### src/design/sd7seg_pkg.sv
// Shared types, constants and functions for the signed decimal seven-segment writer.
`default_nettype none

package sd7seg_pkg;

   // Width of the signed input number
   localparam int VALUE_WIDTH = 32;

   // Decimal digits that hold any magnitude up to 2**(VALUE_WIDTH-1)
   localparam int NUM_DIGITS = (VALUE_WIDTH * 3) / 10 + 1;
   localparam int BCD_WIDTH  = NUM_DIGITS * 4;

   // Counter widths for the shift loop and the digit scan
   localparam int COUNT_WIDTH = $clog2(VALUE_WIDTH + 1);
   localparam int DCNT_WIDTH  = $clog2(NUM_DIGITS + 1);

   // Field widths of one display write
   localparam int ADDR_WIDTH = 5;
   localparam int SEG_WIDTH  = 8;
   localparam int POS_WIDTH  = ADDR_WIDTH - 1;

   // Segment codes
   localparam logic [SEG_WIDTH-1:0] SEG_MINUS = 8'h40;
   localparam logic [SEG_WIDTH-1:0] SEG_BLANK = 8'h00;
   localparam logic [SEG_WIDTH-1:0] SEG_TABLE [10] = '{
      8'hBE, 8'h06, 8'h7C, 8'h5E, 8'hC6,
      8'hDA, 8'hF2, 8'h0E, 8'hFE, 8'hCE
   };

   // Controller states
   typedef enum logic [1:0] {
      ST_IDLE,
      ST_CONVERT,
      ST_SKIP,
      ST_EMIT
   } state_type;

   // Map one decimal digit to its segment pattern
   function automatic logic [SEG_WIDTH-1:0] seg_code(input logic [3:0] digit);
      logic [SEG_WIDTH-1:0] code;
      if (digit <= 4'd9) begin
         code = SEG_TABLE[digit];
      end else begin
         code = SEG_BLANK;
      end
      return code;
   endfunction

   // Add three to every digit of five or more before the next shift
   function automatic logic [BCD_WIDTH-1:0] bcd_adjust(input logic [BCD_WIDTH-1:0] bcd);
      logic [BCD_WIDTH-1:0] result;
      result = bcd;
      for (int i = 0; i < NUM_DIGITS; i++) begin
         if (bcd[i*4 +: 4] >= 4'd5) begin
            result[i*4 +: 4] = bcd[i*4 +: 4] + 4'd3;
         end
      end
      return result;
   endfunction

endpackage

`default_nettype wire

### src/design/sd7seg_dabble.sv
// Bit-serial binary to BCD converter, one magnitude bit per cycle.
`default_nettype none

module sd7seg_dabble (
   input  wire logic                                  clock,
   input  wire logic                                  reset,
   input  wire logic                                  start,
   input  wire logic [sd7seg_pkg::VALUE_WIDTH-1:0]    magnitude,
   output logic                                       done,
   output logic [sd7seg_pkg::BCD_WIDTH-1:0]           bcd
);

   logic                                    busy_ff;
   logic                                    done_ff;
   logic [sd7seg_pkg::COUNT_WIDTH-1:0]      count_ff;
   logic [sd7seg_pkg::VALUE_WIDTH-1:0]      mag_ff;
   logic [sd7seg_pkg::BCD_WIDTH-1:0]        bcd_ff;
   logic [sd7seg_pkg::BCD_WIDTH-1:0]        adjusted;

   assign adjusted = sd7seg_pkg::bcd_adjust(bcd_ff);

   // Track the shift loop
   always_ff @(posedge clock) begin
      if (reset) begin
         busy_ff  <= 1'b0;
         done_ff  <= 1'b0;
         count_ff <= '0;
      end else begin
         done_ff <= busy_ff && (count_ff == sd7seg_pkg::COUNT_WIDTH'(1));
         if (start) begin
            busy_ff  <= 1'b1;
            count_ff <= sd7seg_pkg::COUNT_WIDTH'(sd7seg_pkg::VALUE_WIDTH);
         end else if (busy_ff) begin
            count_ff <= count_ff - sd7seg_pkg::COUNT_WIDTH'(1);
            if (count_ff == sd7seg_pkg::COUNT_WIDTH'(1)) begin
               busy_ff <= 1'b0;
            end
         end
      end
   end

   // Shift one magnitude bit into the adjusted digits
   always_ff @(posedge clock) begin
      if (start) begin
         mag_ff <= magnitude;
         bcd_ff <= '0;
      end else if (busy_ff) begin
         mag_ff <= {mag_ff[sd7seg_pkg::VALUE_WIDTH-2:0], 1'b0};
         bcd_ff <= {adjusted[sd7seg_pkg::BCD_WIDTH-2:0], mag_ff[sd7seg_pkg::VALUE_WIDTH-1]};
      end
   end

   assign done = done_ff;
   assign bcd  = bcd_ff;

endmodule

`default_nettype wire

### src/design/signed_decimal_to_seven_segment.sv
// Top level: signed number in, one seven-segment display write per character out.
// Flow: the magnitude is converted to BCD by a bit-serial shift loop, one bit per cycle,
// then leading zeros are dropped one digit at a time, keeping at least one digit; then
// one character is written per cycle while the output is not stalled.
// Requests: one number at a time; req_stall stays high from acceptance until the last
// character has been put on the output.
// Reset: synchronous, active high; clears the controller, the shift loop and the output valid.
`default_nettype none

module signed_decimal_to_seven_segment (
   input  wire logic                                   clock,
   input  wire logic                                   reset,
   input  wire logic                                   req_valid,
   output logic                                        req_stall,
   input  wire logic signed [sd7seg_pkg::VALUE_WIDTH-1:0] req_value,
   output logic                                        rsp_valid,
   input  wire logic                                   rsp_stall,
   output logic [sd7seg_pkg::ADDR_WIDTH-1:0]           rsp_digit_address,
   output logic [sd7seg_pkg::SEG_WIDTH-1:0]            rsp_segments,
   output logic                                        rsp_last_char
);

   sd7seg_pkg::state_type                   state_ff, state_in;
   logic                                    sign_pend_ff, sign_pend_in;
   logic [sd7seg_pkg::BCD_WIDTH-1:0]        digit_sr_ff, digit_sr_in;
   logic [sd7seg_pkg::DCNT_WIDTH-1:0]       left_ff, left_in;
   logic [sd7seg_pkg::POS_WIDTH-1:0]        pos_ff, pos_in;
   logic                                    rsp_valid_ff, rsp_valid_in;
   logic [sd7seg_pkg::ADDR_WIDTH-1:0]       rsp_addr_ff, rsp_addr_in;
   logic [sd7seg_pkg::SEG_WIDTH-1:0]        rsp_seg_ff, rsp_seg_in;
   logic                                    rsp_last_ff, rsp_last_in;

   logic [sd7seg_pkg::VALUE_WIDTH-1:0]      value_bits;
   logic [sd7seg_pkg::VALUE_WIDTH-1:0]      magnitude;
   logic                                    start;
   logic                                    conv_done;
   logic [sd7seg_pkg::BCD_WIDTH-1:0]        conv_bcd;
   logic [3:0]                              top_digit;
   logic                                    slot_free;
   logic                                    final_digit;

   // Form the unsigned magnitude; the most negative value maps to itself
   assign value_bits = $unsigned(req_value);
   assign magnitude  = value_bits[sd7seg_pkg::VALUE_WIDTH-1]
                       ? (sd7seg_pkg::VALUE_WIDTH'(0) - value_bits) : value_bits;

   assign req_stall = (state_ff != sd7seg_pkg::ST_IDLE);
   assign start     = req_valid && !req_stall;

   sd7seg_dabble u_dabble (
      .clock     (clock),
      .reset     (reset),
      .start     (start),
      .magnitude (magnitude),
      .done      (conv_done),
      .bcd       (conv_bcd)
   );

   assign top_digit   = digit_sr_ff[sd7seg_pkg::BCD_WIDTH-1 -: 4];
   assign slot_free   = !rsp_valid_ff || !rsp_stall;
   assign final_digit = (left_ff == sd7seg_pkg::DCNT_WIDTH'(1));

   // Sequence conversion, leading-zero drop and character writes
   always_comb begin
      state_in     = state_ff;
      sign_pend_in = sign_pend_ff;
      digit_sr_in  = digit_sr_ff;
      left_in      = left_ff;
      pos_in       = pos_ff;
      rsp_valid_in = rsp_valid_ff && rsp_stall;
      rsp_addr_in  = rsp_addr_ff;
      rsp_seg_in   = rsp_seg_ff;
      rsp_last_in  = rsp_last_ff;
      case (state_ff)
         sd7seg_pkg::ST_IDLE: begin
            if (start) begin
               sign_pend_in = value_bits[sd7seg_pkg::VALUE_WIDTH-1];
               pos_in       = '0;
               state_in     = sd7seg_pkg::ST_CONVERT;
            end
         end
         sd7seg_pkg::ST_CONVERT: begin
            if (conv_done) begin
               digit_sr_in = conv_bcd;
               left_in     = sd7seg_pkg::DCNT_WIDTH'(sd7seg_pkg::NUM_DIGITS);
               state_in    = sd7seg_pkg::ST_SKIP;
            end
         end
         sd7seg_pkg::ST_SKIP: begin
            // Drop leading zeros, keeping at least one digit
            if (top_digit == 4'd0 && !final_digit) begin
               digit_sr_in = {digit_sr_ff[sd7seg_pkg::BCD_WIDTH-5:0], 4'd0};
               left_in     = left_ff - sd7seg_pkg::DCNT_WIDTH'(1);
            end else begin
               state_in = sd7seg_pkg::ST_EMIT;
            end
         end
         sd7seg_pkg::ST_EMIT: begin
            if (slot_free) begin
               rsp_valid_in = 1'b1;
               rsp_addr_in  = {pos_ff, 1'b0};
               pos_in       = pos_ff + sd7seg_pkg::POS_WIDTH'(1);
               if (sign_pend_ff) begin
                  rsp_seg_in   = sd7seg_pkg::SEG_MINUS;
                  rsp_last_in  = 1'b0;
                  sign_pend_in = 1'b0;
               end else begin
                  rsp_seg_in  = sd7seg_pkg::seg_code(top_digit);
                  rsp_last_in = final_digit;
                  digit_sr_in = {digit_sr_ff[sd7seg_pkg::BCD_WIDTH-5:0], 4'd0};
                  left_in     = left_ff - sd7seg_pkg::DCNT_WIDTH'(1);
                  if (final_digit) begin
                     state_in = sd7seg_pkg::ST_IDLE;
                  end
               end
            end
         end
         default: begin
            state_in = sd7seg_pkg::ST_IDLE;
         end
      endcase
   end

   // Hold control state
   always_ff @(posedge clock) begin
      if (reset) begin
         state_ff     <= sd7seg_pkg::ST_IDLE;
         rsp_valid_ff <= 1'b0;
      end else begin
         state_ff     <= state_in;
         rsp_valid_ff <= rsp_valid_in;
      end
   end

   // Hold payload and working registers
   always_ff @(posedge clock) begin
      sign_pend_ff <= sign_pend_in;
      digit_sr_ff  <= digit_sr_in;
      left_ff      <= left_in;
      pos_ff       <= pos_in;
      rsp_addr_ff  <= rsp_addr_in;
      rsp_seg_ff   <= rsp_seg_in;
      rsp_last_ff  <= rsp_last_in;
   end

   assign rsp_valid         = rsp_valid_ff;
   assign rsp_digit_address = rsp_addr_ff;
   assign rsp_segments      = rsp_seg_ff;
   assign rsp_last_char     = rsp_last_ff;

endmodule

`default_nettype wire

### config.mk
export PLATFORM = sky130hd
export DESIGN_NAME = signed_decimal_to_seven_segment
export DESIGN_NICKNAME = d
export VERILOG_FILES = /design/src/design/sd7seg_pkg.sv /design/src/design/sd7seg_dabble.sv /design/src/design/signed_decimal_to_seven_segment.sv
export SDC_FILE = /design/constraint.sdc
export NUM_CORES = 1
export LEC_CHECK = 0
export BUFFER_PORTS_ARGS = -buffer_cell sky130_fd_sc_hd__buf_2
export CORE_UTILIZATION = 40
export DETAILED_ROUTE_END_ITERATION = 7
export PLACE_DENSITY = 0.62
export SYNTH_ARGS = -nofsm -noshare
export SYNTH_HDL_FRONTEND = slang
export SYNTH_HIERARCHICAL = 1
export SYNTH_SLANG_ARGS = --single-unit
### constraint.sdc
create_clock -name clock -period 12.98 [get_ports clock]
set_input_delay 0.649 -clock clock [delete_from_list [all_inputs] [get_ports clock]]
set_output_delay 0.649 -clock clock [all_outputs]
set_load 0.03 [all_outputs]
==> results_dict.tcl, run 1 <==
set metrics [dict create \
    synth_top_area_share_pct 35.6 \
    drive_gt1_share_pct 25.0 \
    n_fill_cell 1710 \
    dieWidth_um 142 \
    dr.pass1.iters 4 \
    rows 50 \
    cts_tree "done" \
    critical_path.endpoint "u_dabble/bcd[25]" \
    cp_top_family "buffers and inverters" \
    drcViolationCount 0 \
    cts.clk_slew.worst_paths_ns 0.06 \
    cts-root-buf "clkbuf_16" \
    cts_htree_levels 4 \
    slowest_stage "nor2b_1" \
    regToRegSetupSlack_ns 10.18 \
    synth_most_common_cell "edfxtp_1" \
    grt_max_degree 93 \
    place.gp.congestion 0.830 \
    hold_viol_final 0 \
    r2r-start "state_ff[0]" \
    irDropWorstVdd_v 0.000114 \
    p_total_w 0.00210 \
    post-cts-setup-buffers 0 \
    max-slew-margin-rel_pct 25.5 \
    cp_max_fo 48 \
    skew_ns 0.00764 \
    yosysWarnings 6 \
    hold_depth 2 \
    post-synth-top-area-cell "edfxtp_1" \
    power_density_mw_per_mm2 236 \
    layout.nets 815 \
    setup_ws_ns 10.18 \
    clk_latency_ns 0.42 \
    cp.depth 9 \
    cts_sinks 144 \
    path_cells "inv_1, ha_1, inv_1, nor2_4, buf_4, buf_4, nor2b_1, a21bo_2, o32ai_1" \
    hpwlAfterDp_mm 9.70 \
    initial_core_util_pct 41.4 \
    syn-cell-area_mm2 0.00785 \
    ant_nets 0 \
    track_usage_pct 15.7 \
    grt_pass1_vias 5365 \
    syn2layout_area_growth_pct 13.2 \
    r2r_cells 9 \
    totalWireLength_mm 14.9 \
    yosys-top-cells-area "edfxtp_1 (36%), dfxtp_1 (13%), mux2_2 (9.7%)" \
    cts_hold_buf 0 \
    post-route-period-util_pct 21.5 \
    clockBufferDepth 2 \
    synth_common_cells "edfxtp_1 (93), mux2_2 (68), inv_1 (56), dfxtp_1 (51), ha_1 (37)" \
    fmax_mhz 358 \
    cp-end-kind "register" \
    antenna_found_initial 0 \
    period_minus_slack_ns 2.80 \
    path_buf_inv 4 \
    crit_required_ns 13.30 \
    grt_pass1_wl_mm 25.2 \
    vias 5415 \
    wl_per_cell_um 14.7 \
    tightest_slew_ns 1.11 \
    io_pins 52 \
    core_mm2 0.0190 \
    viasPerCell 5.33 \
    criticalPathCategory "register to register" \
    synth_edf_count 93 \
    power_leakage_nw 3.13 \
    cts_made_buffers 17 \
    async_flop_share_pct 0 \
    yosys.cell_types.count 55 \
    worstSetupStartpoint "state_ff[0]" \
    gr-total-overflow 0 \
    synth.avg_cell_area_um2 11.1 \
    drt_iter0_markers 271 \
    critPathArrivalTime_ns 3.12 \
    cts-resized-gates 0 \
    rsz0062_at_grt "false" \
    setup_viol 0 \
    synth-seq-cells 144 \
    seq_area_frac_synth_pct 48.6 \
    final.setup.tns_ns 0 \
    drv_cap 0 \
    ys.flop_type "edfxtp_1" \
    antennaDiodeCount 0 \
    pre_cts_ws_ns 10.04 \
    hold_path_class "register to register" \
    dieArea_mm2 0.0202 \
    io_buffers 49 \
    netlist_instances 705 \
    drv_slew 0 \
    regToRegEndpoint "u_dabble/bcd[25]" \
    die_h_um 142 \
    slowest_delay_ns 0.70 \
    run_status "completed" \
    start_kind "register" \
]
==> worst min-delay path: stages (launching register included) <==
cell     delay, ns
dfxtp_1       0.33
nand2_1       0.06
a21oi_1       0.05
==> flip-flops by register name, summed over array words and instances, names as in the netlist <==
register / flops
digit_sr_ff: 40
u_dabble/bcd: 40
u_dabble/mag_ff: 32
rsp_segments: 7
u_dabble/count_ff: 6
left_ff: 4
pos_ff: 4
rsp_digit_address: 4
state_ff: 2
rsp_last_char: 1
rsp_valid: 1
sign_pend_ff: 1
u_dabble/busy_ff: 1
u_dabble/done: 1
==> routing by layer <==
| metal | part of all wire, % | GRT usage [%] | routed length (um) | up-vias |
|---|---|---|---|---|
| met5 | 0 | 0 | 0 | - |
| met3 | 3.1 | 4.14 | 456 | 20 |
| li1 | - | - | - | 2682 |
| met2 | 51 | 28.0 | 7610 | 82 |
| met4 | 1.5 | 5.77 | 228 | 0 |
| met1 | 44 | 18.1 | 6600 | 2631 |
==> worst min path at each step <==
stage,to,slack [ns],from
finish,u_dabble/bcd[39],0.49,u_dabble/bcd[39]
global route,u_dabble/bcd[39],0.49,u_dabble/bcd[39]
CTS,rsp_valid,0.47,rsp_stall
detailed placement,u_dabble/bcd[39],0.47,u_dabble/bcd[39]
global placement,u_dabble/bcd[39],0.45,u_dabble/bcd[39]
floorplan,u_dabble/bcd[39],0.44,u_dabble/bcd[39]
==> cell type report <==
class	count	area, um2	area share (%)
clock inverter	11	139	1.56
tap	260	325	3.66
clock buffer	21	450	5.07
timing repair buffer	54	283	3.18
multi-input combinational	469	3670	41.3
inverter	56	210	2.36
sequential	144	3810	42.9
==> power by group <==
group | total [W] | switching [W] | leakage, nW | internal [W]
clock | 0.000490 | 0.000184 | 0.279 | 0.000306
combinational | 0.000731 | 0.000405 | 1.55 | 0.000326
sequential | 0.000875 | 0.000129 | 1.30 | 0.000745
total | 0.00210 | 0.000718 | 3.13 | 0.00138
==> cell families after synthesis <==
group	synth area share, %
muxes	10.5
buffers and inverters	5.18
and+or+nand+nor	11.3
DFF	48.6
xor gates and xnor gates	4.13
AOI/OAI and AO/OA	14.4
adders and majority gates	5.89
other	0.0477
==> cell usage in the layout (no fill, tap or decap), types with 5 or more instances in the layout <==
| cell | Yosys | final |
|---|---|---|
| o21ai_0 | 30 | 30 |
| dfxtp_1 | 51 | 50 |
| xnor2_1 | 34 | 34 |
| o22ai_1 | 8 | 8 |
| inv_1 | 56 | 56 |
| mux2i_1 | 6 | 6 |
| nand3_1 | 13 | 13 |
| o31ai_1 | 10 | 10 |
| ha_1 | 37 | 37 |
| nor2_1 | 31 | 29 |
| mux2_2 | 68 | 68 |
| o22a_2 | 8 | 8 |
| and2_1 | 8 | 8 |
| nand2_1 | 26 | 26 |
| a311oi_2 | 8 | 8 |
| edfxtp_1 | 93 | 93 |
| nand2b_1 | 9 | 9 |
| o41ai_1 | 11 | 11 |
| a21bo_2 | 8 | 8 |
| clkbuf_16 | 0 | 17 |
| nor3_1 | 17 | 17 |
| buf_2 | 10 | 49 |
| or3_1 | 12 | 12 |
| o32ai_1 | 8 | 8 |
| a21oi_1 | 36 | 36 |
| nor2b_1 | 6 | 6 |
| buf_4 | 8 | 5 |
| o21ai_1 | 16 | 16 |
| nand4_1 | 9 | 9 |
==> per-stage QoR <==
| stage | cells | area [um2] | hold slack [ns] | utilization [%] |
|---|---|---|---|---|
| final | 1015 | 8890 | 0.487 | 46.9 |
| after global routing | 1015 | 8890 | 0.491 | 46.9 |
| after CTS | 1015 | 8890 | 0.470 | 46.9 |
| after detailed placement | 983 | 8300 | 0.473 | 43.8 |
| after global placement | 983 | 8300 | 0.454 | 43.8 |
| after floorplan | 706 | 7860 | 0.441 | - |
Power figures use the tool's default switching activity.
==> run 2, diff against run 1 <==
--- a/config.mk
+++ b/config.mk
@@ -8,7 +8,7 @@
 export BUFFER_PORTS_ARGS = -buffer_cell sky130_fd_sc_hd__buf_2
 export CORE_UTILIZATION = 40
 export DETAILED_ROUTE_END_ITERATION = 7
-export PLACE_DENSITY = 0.62
+export PLACE_DENSITY = 0.64
 export SYNTH_ARGS = -nofsm -noshare
 export SYNTH_HDL_FRONTEND = slang
 export SYNTH_HIERARCHICAL = 1
==> constraint.sdc (replaced) <==
create_clock -name clock -period 2.32 [get_ports clock]
set_input_delay 0.116 -clock clock [delete_from_list [all_inputs] [get_ports clock]]
set_output_delay 0.116 -clock clock [all_outputs]
set_load 0.03 [all_outputs]
==> run 2 against run 1 <==
Compared with the run above: flip-flop and latch count unchanged; count of clock-buffer cells in the layout decreased by 4; register-to-register slack got worse by 9.9 ns; first-iteration DRC count decreased by 22%; sequential power grew to 5.6 times the previous value; core utilization rose by 1.3 points; setup slack lost 9.9 ns; fmax up 37%; clock power grew to 6.0 times the previous value; die area stayed put; wire length fell by 3.8%; largest cell class unchanged.
==> results_dict.tcl, run 2 (synthesis results as in run 1) <==
set metrics [dict create \
    run_status "completed" \
    drt_iter0_markers 211 \
    skew_ns 0.0115 \
    antenna_found_initial 0 \
    dieWidth_um 142 \
    met1_usage_pct 18.6 \
    grt_max_degree 59 \
    period_minus_slack_ns 2.04 \
    cts-root-buf "clkbuf_16" \
    cts_sinks 144 \
    critical_path.endpoint "digit_sr_ff[17]" \
    grt_pass1_wl_mm 24.1 \
    track_usage_pct 15.1 \
    dieArea_mm2 0.0202 \
    cp_max_fo 44 \
    n_fill_cell 1684 \
    layout.nets 831 \
    criticalPathCategory "register to register" \
    hold_viol_final 0 \
    critPathArrivalTime_ns 2.14 \
    max-slew-margin-rel_pct 63.1 \
    syn2layout_area_growth_pct 16.4 \
    clk_latency_ns 0.42 \
    rsz0062_at_grt "false" \
    utilization_pct 48.2 \
    vias 5400 \
    regToRegEndpoint "digit_sr_ff[17]" \
    cts_tree "done" \
    r2r_cells 6 \
    setup_viol 0 \
    place.gp.congestion 0.769 \
    wl_per_cell_um 13.9 \
    busiest_layer "met2" \
    irDropWorstVdd_v 0.000691 \
    drcViolationCount 0 \
    drive_gt1_share_pct 27.5 \
    drv_slew 0 \
    hold_path_class "input port to register" \
    cts_htree_levels 4 \
    io_pins 52 \
    viasPerCell 5.24 \
    cts_made_buffers 17 \
    ant_nets 0 \
    r2r-start "digit_sr_ff[37]" \
    cp-end-kind "register" \
    post-cts-setup-buffers 0 \
    rows 50 \
    dr.pass1.iters 4 \
    start_kind "register" \
    power_leakage_nw 3.25 \
    worstSetupStartpoint "digit_sr_ff[37]" \
    hpwlAfterDp_mm 9.53 \
    fmax_mhz 490 \
    core_mm2 0.0190 \
    mostFrequentLayoutCells "edfxtp_1 (93), mux2_2 (68), inv_1 (54)" \
    power_density_mw_per_mm2 1320 \
    post-route-period-util_pct 87.9 \
    grt_pass1_vias 4989 \
    regToRegSetupSlack_ns 0.28 \
    cts_hold_buf 1 \
    p_total_w 0.0120 \
    initial_core_util_pct 41.4 \
    totalWireLength_mm 14.3 \
    setup_ws_ns 0.280 \
    gr-total-overflow 0 \
    drv_cap 0 \
    crit_required_ns 2.42 \
    io_buffers 49 \
    tightest_slew_ns 0.553 \
    grtUsageMet3_pct 3.60 \
    cts-resized-gates 0 \
    holdWs_ns 0.0257 \
    cts.clk_slew.worst_paths_ns 0.06 \
    pre_cts_ws_ns -0.0338 \
    clockBufferDepth 2 \
    layout_commonest_cell "edfxtp_1" \
    die_h_um 142 \
    met2_usage_pct 25.7 \
    antennaDiodeCount 0 \
]
-- run 2: power breakdown --
part           internal, W  total (W)  switching [W]
Combinational      0.00201    0.00424        0.00223
Clock              0.00181    0.00292        0.00110
Sequential         0.00416    0.00489       0.000735
Total              0.00798     0.0120        0.00407
-- run 2: per-layer routing --
layer	part of all wire (%)	wire length, um	vias up
met4	1.2	169	0
li1	-	-	2727
met5	0	0	-
met3	2.0	286	12
met2	50	7180	55
met1	47	6700	2606
-- run 2: per-stage QoR --
step	instances	TNS (ns)	instance area, um2
floorplan	706	-14.06	7900
global placement	998	0	8500
detailed placement	998	-0.115	8500
CTS	1031	0	9140
global route	1031	0	9140
finish	1031	0	9140
-- run 2: worst min-delay path by stage --
stage / endpoint / slack [ns] / from / cells after the start
CTS: u_dabble/busy_ff / 0.01 / reset / 2
detailed placement: rsp_valid / 0.38 / rsp_stall / 3
floorplan: rsp_valid / 0.19 / reset / 1
finish: rsp_valid / 0.03 / reset / 2
global placement: rsp_valid / 0.37 / rsp_stall / 3
global route: rsp_valid / 0.02 / reset / 2
-- run 2: critical path, cell delays in order (launching register included) --
cell,delay (ns)
edfxtp_1,0.47
inv_2,0.13
ha_4,0.14
nor2b_4,0.18
nand4_1,0.16
a221oi_4,0.32
buf_12,0.28
-- run 2: layout make-up --
| type | count | area (um2) | area share (%) |
|---|---|---|---|
| Clock buffer | 17 | 425 | 4.65 |
| Timing Repair Buffer | 70 | 468 | 5.12 |
| Clock inverter | 15 | 209 | 2.29 |
| Tap cell | 260 | 325 | 3.56 |
| Inverter | 56 | 210 | 2.30 |
| Sequential cell | 144 | 3810 | 41.7 |
| Multi-Input combinational cell | 469 | 3690 | 40.4 |
==> run 3, diff against run 2 <==
--- a/config.mk
+++ b/config.mk
@@ -5,10 +5,9 @@
 export SDC_FILE = /design/constraint.sdc
 export NUM_CORES = 1
 export LEC_CHECK = 0
-export BUFFER_PORTS_ARGS = -buffer_cell sky130_fd_sc_hd__buf_2
 export CORE_UTILIZATION = 40
 export DETAILED_ROUTE_END_ITERATION = 7
-export PLACE_DENSITY = 0.64
+export DONT_BUFFER_PORTS = 1
 export SYNTH_ARGS = -nofsm -noshare
 export SYNTH_HDL_FRONTEND = slang
 export SYNTH_HIERARCHICAL = 1
==> run 3 against run 2 <==
Compared with the run above: combinational power about the same; die area unchanged; flip-flop and latch count unchanged; global-route usage up 0.73 points; fmax fell by 6.4%; non-clock buffer count is 50 lower; critical endpoint is now state_ff[1]; largest cell class unchanged.
==> results_dict.tcl, run 3 (synthesis results as in run 1) <==
set metrics [dict create \
    run_status "completed" \
    holdWs_ns 0.0253 \
    cp_max_fo 3 \
    p_int_w 0.00794 \
    grt_pass1_vias 5205 \
    track_usage_pct 15.8 \
    die_h_um 142 \
    pre_cts_ws_ns 0.0475 \
    placedCellCount 945 \
    cp-end-kind "register" \
    wl_per_cell_um 15.6 \
    initial_core_util_pct 41.4 \
    hold_path_class "input port to register" \
    met1_usage_pct 19.3 \
    post-cts-setup-buffers 0 \
    power_leakage_nw 3.04 \
    final_cells 981 \
    skew_ns 0.0119 \
    critPathArrivalTime_ns 2.52 \
    vias 5336 \
    ant_nets 0 \
    place.gp.congestion 0.799 \
    grt_max_degree 45 \
    dieArea_mm2 0.0202 \
    dr.pass1.iters 4 \
    period_minus_slack_ns 2.18 \
    cts_sinks 144 \
    rows 50 \
    syn2layout_area_growth_pct 13.1 \
    setup_viol 0 \
    clkPwrFrac_pct 23.8 \
    post-route-period-util_pct 94.0 \
    mostFrequentLayoutCells "edfxtp_1 (93), mux2_2 (68), inv_1 (54)" \
    drv_slew 0 \
    drcViolationCount 0 \
    power.switching_w 0.00410 \
    gr-total-overflow 0 \
    crit_required_ns 2.66 \
    cts_htree_levels 4 \
    cts-root-buf "clkbuf_16" \
    grtUsageMet3_pct 2.96 \
    power_density_mw_per_mm2 1360 \
    drt_iter0_markers 301 \
    max-slew-margin-rel_pct 62.4 \
    viasPerCell 5.44 \
    met2_usage_pct 27.3 \
    tightest_slew_ns 0.562 \
    layout.nets 781 \
    layout_commonest_cell "edfxtp_1" \
    rsz0062_at_grt "false" \
    busiest_layer "met2" \
    clk_latency_ns 0.42 \
    cts_made_buffers 17 \
    setup_ws_ns 0.140 \
    drv_cap 0 \
    fmax_mhz 459 \
    criticalPathCategory "register to register" \
    clockBufferDepth 2 \
    io_pins 52 \
    drive_gt1_share_pct 21.9 \
    swShare_pct 34.1 \
    grt_pass1_wl_mm 25.5 \
    antenna_found_initial 0 \
    cts.clk_slew.worst_paths_ns 0.06 \
    p_comb_share_pct 35.0 \
    n_fill_cell 1697 \
    irDropWorstVdd_v 0.000640 \
    core_mm2 0.0190 \
    hpwlAfterDp_mm 10.2 \
    start_kind "register" \
    dieWidth_um 142 \
    seq_power_share_pct 41.2 \
    cts_tree "done" \
    io_buffers 0 \
    antennaDiodeCount 0 \
    hold_viol_final 0 \
    totalWireLength_mm 15.3 \
]
==> run 3: cell types whose count changed in the layout (fill, tap and decap cells not counted), sizes merged <==
| cell | change |
|---|---|
| clkbuf | +2 |
| buf | -53 |
| inv | -3 |
| dlygate4sd3 | +3 |
| clkinvlp | +3 |
| clkinv | -2 |
==> run 3: worst paths after layout <==
check	cells past startpoint	end	startpoint	slack [ns]
worst min register to register	0	rsp_digit_address[4]	pos_ff[3]	0.49
worst min-delay path	2	u_dabble/mag_ff[22]	req_value[22]	0.03
worst max-delay path	6	state_ff[1]	left_ff[1]	0.14
worst max register to register	6	state_ff[1]	left_ff[1]	0.14
==> run 3: critical path, cell delays in order, from the launching register on <==
cell	delay, ns
edfxtp_1	0.38
inv_1	0.10
ha_1	0.14
or3b_2	0.47
or2_2	0.30
a221oi_1	0.47
mux2i_1	0.25
==> run 3: what timing repair did <==
action / in CTS / in global routing
hold endpoints to repair: 13 / 0
gates resized for setup: 0 / 0
hold buffers: 4 / 0
==> run 3: layout make-up <==
cell class | count | area [um2] | area share, %
flip-flops and latches | 144 | 3810 | 42.9
multi-input cells | 469 | 3690 | 41.5
clock buffers | 19 | 433 | 4.87
well taps | 260 | 325 | 3.66
repair buffers | 20 | 223 | 2.51
inverters | 56 | 210 | 2.37
clock inverters | 13 | 189 | 2.13
==> run 3: power by group through the flow <==
stage	Clock (W)	Combinational, W	Sequential [W]
2_1_floorplan	0	0.00335	0.00473
3_3_place_gp	0	0.00392	0.00497
3_5_place_dp	0	0.00418	0.00501
4_1_cts	0.00294	0.00422	0.00498
5_1_grt	0.00302	0.00468	0.00513
6_report	0.00287	0.00421	0.00497
==> run 3: metrics by stage <==
step / util [%] / cell area, um2 / setup TNS, ns / total power, W
floorplan: - / 7900 / -14.06 / 0.00808
global route: 46.9 / 8880 / 0 / 0.0128
CTS: 46.9 / 8880 / 0 / 0.0121
global placement: 43.4 / 8220 / 0 / 0.00889
finish: 46.9 / 8880 / 0 / 0.0120
detailed placement: 43.4 / 8220 / 0 / 0.00919
==> run 3: metal layers <==
layer,vias to the layer above,share of wire (%)
li1,2626,-
met1,2585,45
met2,104,50
met3,21,2.9
met4,0,1.9
met5,-,0
